**config.mk**
```make
export PLATFORM = sky130hd
export DESIGN_NAME = tfmc_div
export DESIGN_NICKNAME = d
export VERILOG_FILES = /design/src/hw/rtl/tfmc_pkg.sv /design/src/hw/rtl/tfmc_div.sv
export SDC_FILE = /design/constraint.sdc
export NUM_CORES = 1
export LEC_CHECK = 0
export BUFFER_PORTS_ARGS = -buffer_cell sky130_fd_sc_hd__buf_2
export CORE_MARGIN = 3
export CORE_UTILIZATION = 45
export CTS_CLUSTER_DIAMETER = 50
export DETAILED_ROUTE_END_ITERATION = 16
export PLACE_DENSITY = 0.8
export SETUP_SLACK_MARGIN = 0.5
export SLEW_MARGIN = 20
export SYNTH_ARGS = -nofsm -noshare
export SYNTH_HDL_FRONTEND = slang
export SYNTH_SLANG_ARGS = --single-unit
```
**constraint.sdc**
```tcl
create_clock -name clk -period 6.6 [get_ports clk]
set_clock_uncertainty 0.05 [all_clocks]
set_input_delay 0.99 -clock clk [delete_from_list [all_inputs] [get_ports clk]]
set_output_delay 0.99 -clock clk [all_outputs]
set_load 0.02 [all_outputs]
```
**src/hw/rtl/tfmc_pkg.sv**
```systemverilog
`timescale 1ns / 1ps

package tfmc_pkg;

    // CORDIC iteration count and datapath widths
    localparam int CORDIC_STEPS = 16;
    localparam int STEP_W       = $clog2(CORDIC_STEPS);
    localparam int CW           = 40;
    localparam int ZW           = 24;
    localparam int DIV_W        = 36;
    localparam int DCNT_W       = $clog2(DIV_W);

    // Stream widths
    localparam int IN_W  = 192;
    localparam int OUT_W = 184;

    // Fixed-point constants
    localparam int PI_Q16       = 205887;
    localparam int HALF_PI_Q16  = 102944;
    localparam int INV_GAIN_Q30 = 652032875;
    localparam int ONE_Q28      = 268435456;

    // Flight modes
    localparam logic [1:0] MODE_SEARCH   = 2'd0;
    localparam logic [1:0] MODE_FOLLOW   = 2'd1;
    localparam logic [1:0] MODE_TAKEOVER = 2'd2;

    // Item kinds
    localparam logic [1:0] OP_TICK   = 2'd0;
    localparam logic [1:0] OP_DETECT = 2'd1;
    localparam logic [1:0] OP_LOST   = 2'd2;
    localparam logic [1:0] OP_SPARE  = 2'd3;

    // Setpoint kinds
    localparam logic [1:0] KIND_NONE    = 2'd0;
    localparam logic [1:0] KIND_HOLD    = 2'd1;
    localparam logic [1:0] KIND_FOLLOW  = 2'd2;
    localparam logic [1:0] KIND_SILENCE = 2'd3;

    // Register indexes
    localparam logic [2:0] REG_DIST_GAIN   = 3'd0;
    localparam logic [2:0] REG_YAW_GAIN    = 3'd1;
    localparam logic [2:0] REG_IMG_MID     = 3'd2;
    localparam logic [2:0] REG_HEIGHT_GOAL = 3'd3;
    localparam logic [2:0] REG_LOSS_LIMIT  = 3'd4;
    localparam logic [2:0] REG_HOVER_SPIN  = 3'd5;
    localparam logic [2:0] REG_SEARCH_SPIN = 3'd6;

    // Command to the CORDIC unit
    typedef struct packed {
        logic start;
        logic vec_mode;
    } cordic_cmd_t;

    // atan(2^-i) in Q16.16, rounded to nearest
    function automatic logic signed [ZW-1:0] atan_q16(input logic [4:0] idx);
        logic signed [ZW-1:0] v;
        begin
            case (idx)
                5'd0:    v = ZW'(51472);
                5'd1:    v = ZW'(30386);
                5'd2:    v = ZW'(16055);
                5'd3:    v = ZW'(8150);
                5'd4:    v = ZW'(4091);
                5'd5:    v = ZW'(2047);
                5'd6:    v = ZW'(1024);
                5'd7:    v = ZW'(512);
                5'd8:    v = ZW'(256);
                5'd9:    v = ZW'(128);
                5'd10:   v = ZW'(64);
                5'd11:   v = ZW'(32);
                5'd12:   v = ZW'(16);
                5'd13:   v = ZW'(8);
                5'd14:   v = ZW'(4);
                5'd15:   v = ZW'(2);
                5'd16:   v = ZW'(1);
                default: v = '0;
            endcase
            return v;
        end
    endfunction

endpackage

```
**src/hw/rtl/tfmc_div.sv**
```systemverilog
`timescale 1ns / 1ps

module tfmc_div (
    input  logic                      clk,
    input  logic                      rst_n,
    input  logic                      start,
    input  logic [tfmc_pkg::DIV_W-1:0] dividend,
    input  logic [11:0]               divisor,
    output logic                      done,
    output logic [tfmc_pkg::DIV_W-1:0] quotient
);
    import tfmc_pkg::*;

    logic              busy_reg;
    logic              done_reg;
    logic [DCNT_W-1:0] cnt_reg;
    logic [11:0]       dvs_reg;
    logic [11:0]       rem_reg;
    logic [DIV_W-1:0]  quo_reg;

    logic [12:0]       shifted;
    logic [13:0]       diff;
    logic              ge;
    logic [11:0]       rem_next;
    logic [DIV_W-1:0]  quo_next;

    // One restoring step: bring down the next dividend bit
    always_comb
    begin
        shifted  = {rem_reg, quo_reg[DIV_W-1]};
        diff     = {1'b0, shifted} - {2'b00, dvs_reg};
        ge       = !diff[13];
        rem_next = ge ? diff[11:0] : shifted[11:0];
        quo_next = {quo_reg[DIV_W-2:0], ge};
    end

    // Sequence the steps
    always_ff @(posedge clk or negedge rst_n)
    begin
        if (!rst_n)
        begin
            busy_reg <= 1'b0;
            done_reg <= 1'b0;
            cnt_reg  <= '0;
        end
        else
        begin
            done_reg <= 1'b0;
            if (start)
            begin
                busy_reg <= 1'b1;
                cnt_reg  <= '0;
            end
            else if (busy_reg)
            begin
                cnt_reg <= cnt_reg + 1'b1;
                if (cnt_reg == DCNT_W'(DIV_W - 1))
                begin
                    busy_reg <= 1'b0;
                    done_reg <= 1'b1;
                end
            end
        end
    end

    // Hold remainder and quotient
    always_ff @(posedge clk)
    begin
        if (start)
        begin
            dvs_reg <= divisor;
            rem_reg <= '0;
            quo_reg <= dividend;
        end
        else if (busy_reg)
        begin
            rem_reg <= rem_next;
            quo_reg <= quo_next;
        end
    end

    assign done     = done_reg;
    assign quotient = quo_reg;

endmodule

```
==> results of run 1 <==
[critical path, stage by stage, from the launching register on]
cell and delay (ns):
edfxtp_1 0.33, inv_1 0.04, ha_1 0.35, a21oi_1 0.38, nand3_1 0.20, o21ai_4 0.48
mux2_1 0.37, a211oi_1 0.21
[placed cells by master, fill, tap and decap left out, drive strengths merged, types with 2 or more instances in the layout]
cell / instances
nor3: 4
xor2: 3
o211ai: 2
or3: 4
clkbuf: 10
o21ai: 8
a211oi: 9
nor2: 25
o21a: 3
dfrtp: 8
nor4: 2
edfxtp: 48
nand4: 3
buf: 89
ha: 13
dfxtp: 12
o21bai: 2
mux2: 36
xnor2: 5
nor2b: 3
a21o: 4
inv: 18
a21oi: 11
a311oi: 2
nand2b: 2
nand2: 12
clkinv: 3
mux2i: 9
[layout make-up]
type,count,area [um^2]
clock inverters,6,63.81
multi-input cells,176,1406
fillers,665,3174
well taps,99,123.9
flip-flops and latches,68,1882
repair buffers,89,450.4
inverters,17,63.81
clock buffers,10,127.6
[layer usage]
layer | vias to the layer above | track usage, % | wire length (um)
met5 | - | 0 | 0
met4 | 0 | 5.617 | 126
met3 | 11 | 7.555 | 604
met2 | 83 | 23.76 | 2887
met1 | 1116 | 22.26 | 2978
li1 | 1183 | - | -
[power by group through the flow]
stage	Combinational [mW]	Clock, mW	Sequential (mW)
floorplan	0.0693	0	0.546
global placement	0.146	0	0.519
detailed placement	0.149	0	0.519
CTS	0.150	0.344	0.511
global route	0.163	0.359	0.516
finish	0.148	0.336	0.511
[logic make-up after synthesis]
group / after synthesis
buffers and inverters: 28
and+or+nand+nor: 63
DFF: 68
adders and majority gates: 14
muxes: 45
AOI/OAI and AO/OA: 46
xor gates and xnor gates: 8
[worst min-delay path by stage]
stage / to / from / cells after the start / slack [ns]
after floorplan: rem_reg[6] / rem_reg[6] / 2 / 0.42
after global placement: rem_reg[4] / rem_reg[3] / 2 / 0.43
after detailed placement: rem_reg[4] / rem_reg[3] / 2 / 0.44
after CTS: cnt_reg[1] / rst_n / 1 / 0.42
after global routing: busy_reg / rst_n / 1 / 0.43
final: cnt_reg[1] / rst_n / 1 / 0.43
[metrics by stage]
stage / setup slack, ns / power (mW)
after global placement: 3.801 / 0.6649
after CTS: 4.099 / 1.005
after global routing: 3.878 / 1.037
after detailed placement: 3.756 / 0.6679
after floorplan: 4.219 / 0.6153
final: 4.096 / 0.9941
[synthesized netlist by cell type (all sizes together) (2+ instances only)]
master	number
xor2	3
dfrtp	8
buf	6
edfxtp	48
a311oi	2
a21o	4
nand2b	2
nand4	3
o211ai	2
or3	4
nor2	25
a21oi	11
nor3	4
dfxtp	12
xnor2	5
nand2	12
o21a	3
nor4	2
mux2i	9
o21bai	2
nor2b	3
clkbuf	5
mux2	36
a211oi	9
inv	17
o21ai	8
ha	13
==> metrics.md, run 1 <==
| Metric | Value |
|---|---|
| Seq pwr share | `51.4%` |
| Design area | `4118 um^2` |
| CTS tree | `yes` |
| Post-synthesis compound-gate area fraction | `10.12%` |
| Hold slack final | `0.4259 ns` |
| RSZ-0062 raised after global routing | `false` |
| Clock power frac | `33.8%` |
| Post-Synth XOR/XNOR Area | `2.060%` |
| Endpoints failing setup | `0` |
| Global route overflow | `0` |
| Post-layout min period | `2.504 ns` |
| WL/cell | `14.19 um` |
| Post-DRT Antenna Nets | `0` |
| GRT Total Usage | `16.59%` |
| Number of distinct library cells after synthesis | `49` |
| Max clock buf depth | `2` |
| Net Sw Frac | `26.00%` |
| Initial antenna violation count | `0` |
| Comb pwr share | `14.9%` |
| Number of flops mapped to enable cells by yosys | `48` |
| Yosys warning count | `0` |
| # resized after CTS | `0` |
| Diode count | `0` |
| Largest area contributor in the netlist | `edfxtp_1` |
| Worst R2R End | `rem_reg[0]` |
| CTS root buf | `clkbuf_8` |
| Initial Util | `46.64%` |
| Drt first pass iters | `4` |
| DRC marker count from the first detailed-route iteration | `123` |
| Maxcap violations | `0` |
| Gp weighted congestion | `0.8072` |
| Clock insertion delay at the later pin of the skew report | `0.34 ns` |
| Sequential fraction of the synthesis area | `55.33%` |
| Syn avg cell area | `12.50 um^2` |
| Rel. slew slack | `39.88%` |
| Reg2Reg Launch Point | `dvs_reg[10]` |
| HP Class | `primary input to asynchronous set/reset pin` |
| Crit path kind | `flop to flop` |
| Seq cells post-synth | `68` |
| Placed Area | `3926 um^2` |
| Die W | `92.93 um` |
| Vias per cell | `5.146` |
| Leak pwr | `1.830 nW` |
| Slew Viols, Final | `0` |
| Share of Yosys cell area claimed by the top area cell type | `42.38%` |
| Depth of the most critical reg-to-reg path | `7` |
| Number of port buffers | `87` |
| Ys async rst share | `11.76%` |
| Die H | `92.93 um` |
| Syn_nets | `337` |
| Status | `finished, final reports clean` |
| Fin. Hold Viols | `0` |
| Least-Margin Pin Slew | `0.9018 ns` |
| Boundary Pins | `88` |
| NumNets Final | `426` |
| H-tree depth | `3` |
| Adder-cell share of the synthesized area | `5.372%` |
| Final wirelength | `6597 um` |
| Cts bufs inserted | `9` |
| Post-synthesis simple-gate area fraction | `9.235%` |
| Post-Synthesis Cells | `272` |
| Post-synthesis mux area share | `14.57%` |
| Worst Setup SP | `dvs_reg[10]` |
| Post-DP HPWL | `4587 um` |
| Die Area | `8636 um^2` |
| CP Capture Point | `rem_reg[0]` |
| Placed cells | `449` |
| Number of flip-flops in the largest register | `36` |
| Vias in the first global route | `2429` |
| Synth area leaders | `edfxtp_1 42%, mux2_2 12%, dfxtp_1 7.1%` |
| CTS clk-pin slew, worst paths | `0.08 ns` |
| Switching power | `258.5 uW` |
| Worst EP required | `6.81 ns` |
| Arr. time, crit path | `2.71 ns` |
| Internal Power | `735.6 uW` |
| Post-CTS Hold Buffers | `0` |
| Top_reg_cell synth | `edfxtp_1` |
| Setup TNS Final | `0 ns` |
| Pin count of the biggest net entering global routing | `72` |
| Crit. End Element | `flop` |
| Core area | `7292 um^2` |
| Reg2Reg Setup Slack | `4.10 ns` |
| Share of layout cells above drive strength 1 | `39.62%` |
| VDD IR max | `0.0001367 V` |
| DR vias | `2393` |
| Area grow syn2layout | `21.08%` |
| Main combinational cell family by area after synthesis | `multiplexers` |
| Power Density | `241.4 nW/um^2` |
| Clk sinks | `68` |
| Crit path max fanout | `17` |
| Rows | `31` |
| CP startpoint kind | `flop` |
| First-pass GRT wire length | `11270 um` |
| Final worst path period share | `37.94%` |
| Max Clock Freq | `399.3 MHz` |
| Final std cells w/o fill | `465` |
| Synth Cell Area | `3401 um^2` |
| Residual DRC | `0` |
| Post-CTS Setup Bufs | `0` |
| Final Core Density | `56.47%` |
Power figures use the tool's default switching activity.
==> run 2: changes to the inputs <==
ABC_AREA = 1   (was not set)
PLACE_DENSITY = 0.81   (was 0.8)
clock period = 2.3 ns   (was 6.6 ns; I/O delays follow)
==> run 2 against run 1 <==
Effect of this change:
- hold slack worse by 0.30 ns
- largest cell class unchanged
- cell count rose by 42%
- design area rose by 18%
- die area increased by 8.2%
- register-to-register slack got worse by 3.6 ns
- critical path type unchanged
==> metrics.md, run 2 <==
| Metric | Value |
|---|---|
| Setup TNS Final | `0 ns (unchanged)` |
| Synth area leaders | `edfxtp_1 39%, nand2_1 19%, dfxtp_1 6.5%` |
| CTS clk-pin slew, worst paths | `0.08 ns (about the same)` |
| Area grow syn2layout | `31.00%` |
| Initial Util | `47.11% (+0.48 points)` |
| Endpoints failing setup | `0 (unchanged)` |
| Placed Area | `4218 um^2 (+7.4%)` |
| Fillers | `636 (-4.4%)` |
| Fin. Hold Viols | `0 (unchanged)` |
| Cts bufs inserted | `9 (unchanged)` |
| H-tree depth | `3 (unchanged)` |
| Initial antenna violation count | `0 (unchanged)` |
| Global route overflow | `0 (unchanged)` |
| Core area | `7848 um^2 (+7.6%)` |
| Maxcap violations | `0 (unchanged)` |
| Max Clock Freq | `544.2 MHz (+36%)` |
| Max clock buf depth | `2 (unchanged)` |
| Crit. End Element | `flop` |
| Share of Yosys cell area claimed by the top area cell type | `38.98% (-3.4 points)` |
| Rows | `32 (+3.2%)` |
| Clk sinks | `68 (unchanged)` |
| Final std cells w/o fill | `659 (+42%)` |
| Leak pwr | `2.477 nW (+35%)` |
| Least-Margin Pin Slew | `0.6578 ns (-0.2440 ns)` |
| Commonest non-fill, non-tap cells in the layout | `175 x nand2_1, 87 x buf_2, 48 x edfxtp_1, 43 x inv_1, 23 x nand3_1` |
| Diode count | `0 (unchanged)` |
| Number of flip-flops in the largest register | `36 (unchanged)` |
| Vias per cell | `5.124 (-0.42%)` |
| Commonest non-fill, non-tap cell in the layout | `nand2_1` |
| Post-layout min period | `1.838 ns (-0.6666 ns)` |
| Reg2Reg Setup Slack | `0.46 ns (-3.63 ns)` |
| NumNets Final | `617 (+45%)` |
| Die W | `96.65 um (+4.0%)` |
| Clock insertion delay at the later pin of the skew report | `0.34 ns (about the same)` |
| Gp weighted congestion | `0.8877 (+10%)` |
| Residual DRC | `0 (unchanged)` |
| Hold slack final | `0.1228 ns (-0.3032 ns)` |
| Boundary Pins | `88 (unchanged)` |
| Number of distinct library cells after synthesis | `36 (-27%)` |
| Number of flops mapped to enable cells by yosys | `48 (unchanged)` |
| Status | `finished, final reports clean` |
| First-pass GRT wire length | `14840 um (+32%)` |
| Worst EP required | `2.49 ns (-4.32 ns)` |
| Top_reg_cell synth | `edfxtp_1` |
| Slew Viols, Final | `0 (unchanged)` |
| Depth of the most critical reg-to-reg path | `14 (+7)` |
| Placed cells | `624 (+39%)` |
| Ys async rst share | `11.76% (unchanged)` |
| CP startpoint kind | `flop` |
| Die H | `96.65 um (+4.0%)` |
| WL/cell | `14.93 um (+5.2%)` |
| Final wirelength | `9840 um (+49%)` |
| Synth top cells by count | `189 x nand2_1, 57 x inv_1, 48 x edfxtp_1` |
| CTS root buf | `clkbuf_8` |
| Share of layout cells above drive strength 1 | `35.91% (-3.7 points)` |
| Seq cells post-synth | `68 (unchanged)` |
| Final Core Density | `61.72% (+5.2 points)` |
| Power Density | `959.6 nW/um^2 (+300%)` |
| Pre-CTS WS | `0.2746 ns (-3.482 ns)` |
| GRT Total Usage | `19.04% (+2.4 points)` |
| RSZ-0062 raised after global routing | `true` |
| Die Area | `9340 um^2 (+8.2%)` |
| Sequential fraction of the synthesis area | `50.90% (-4.4 points)` |
| Drt first pass iters | `4 (unchanged)` |
| Final WS setup | `0.4623 ns (-3.633 ns)` |
| Pin count of the biggest net entering global routing | `43 (-40%)` |
| Most instantiated library cell after synthesis | `nand2_1` |
| Yosys warning count | `0 (unchanged)` |
| Post-DRT Antenna Nets | `0 (unchanged)` |
| Syn_nets | `508 (+51%)` |
| Largest area contributor in the netlist | `edfxtp_1` |
| DR vias | `3377 (+41%)` |
| Arr. time, crit path | `2.03 ns (-0.68 ns)` |
| Hold path depth | `1` |
| DRC marker count from the first detailed-route iteration | `237 (+93%)` |
| Post-Synthesis Cells | `443 (+63%)` |
| Rel. slew slack | `56.08% (+16 points)` |
| HP Class | `primary input to flop` |
| VDD IR max | `0.0004766 V (+250%)` |
| Design area | `4843 um^2 (+18%)` |
| Final worst path period share | `79.90% (+42 points)` |
| Synth Cell Area | `3697 um^2 (+8.7%)` |
| Crit path max fanout | `5 (-12)` |
| Number of port buffers | `87 (unchanged)` |
| Crit path kind | `flop to flop` |
| CTS tree | `yes` |
| Total chip power | `4.648 mW (+370%)` |
| Syn avg cell area | `8.346 um^2 (-33%)` |
| Vias in the first global route | `3192 (+31%)` |
| Post-DP HPWL | `6102 um (+33%)` |
==> run 2: changes by cell type after synthesis, moves of 4 or more <==
cell      before  now
nand2_1       12  189
a21oi_1       10    6
nand3_1        1   28
a21o_1         4    0
or3_1          4    0
nor2_1        24   15
nand2_2        0    8
nand3_2        0    8
buf_1          5    0
mux2_2        35    0
inv_2          0    4
mux2i_1        9    0
a211oi_1       9    0
inv_1         17   57
==> run 2: timing repair <==
action | in CTS | in global routing
setup buffers | 6 | 10
hold endpoints to repair | 8 | 0
endpoints found under the setup margin | 13 | 13
cloned | 1 | 1
gates resized for setup | 16 | 49
pin swaps | 2 | 28
hold buffers | 1 | 0
==> run 2: power by group <==
part           switching, mW  internal [mW]  total [mW]
clock network          0.437          0.449       0.886
logic                   1.22          0.901        2.13
registers              0.147           1.49        1.64
total                   1.81           2.84        4.65
==> run 2: cells by family after synthesis <==
kind of cell,share of synthesized area [%]
AOI/OAI and AO/OA,3.046
buffers and inverters,8.426
adders and majority gates,4.941
xor gates and xnor gates,1.185
and+or+nand+nor,31.51
DFF,50.90
==> run 2: final timing paths <==
path                              from          end
max                         dvs_reg[8]   rem_reg[9]
min                         divisor[4]   dvs_reg[4]
max reg2reg                 dvs_reg[8]   rem_reg[9]
min reg2reg                rem_reg[11]  rem_reg[11]
max in group asynchronous        rst_n   cnt_reg[0]
min in group asynchronous        rst_n   cnt_reg[4]
==> run 2: layout make-up <==
cell class	instances	area, um^2	share of cell area [%]
clock inverters	2	10.01	0.2067
inverters	61	229.0	4.727
multi-input cells	304	1818	37.54
repair buffers	108	614.3	12.68
clock buffers	14	162.7	3.358
well taps	102	127.6	2.635
flip-flops and latches	68	1882	38.85
==> run 2: routing by layer <==
metal / wire length (um) / global-route usage (%) / vias to the layer above
met5: 0 / 0 / -
met4: 245 / 7.775 / 0
met3: 842 / 4.831 / 27
met2: 4735 / 30.89 / 168
met1: 4016 / 24.31 / 1561
li1: - / - / 1621
==> run 2: critical path: stages (launching register included) <==
cell and delay [ns]:
edfxtp_1 0.39, inv_2 0.08, ha_4 0.22, nand2_1 0.09, nand2_1 0.08, inv_1 0.07
nand2_2 0.07, a21oi_4 0.20, buf_6 0.14, buf_6 0.10, nand3_2 0.05, nand2_1 0.06
inv_1 0.04, nand2_1 0.05, nand2_1 0.05
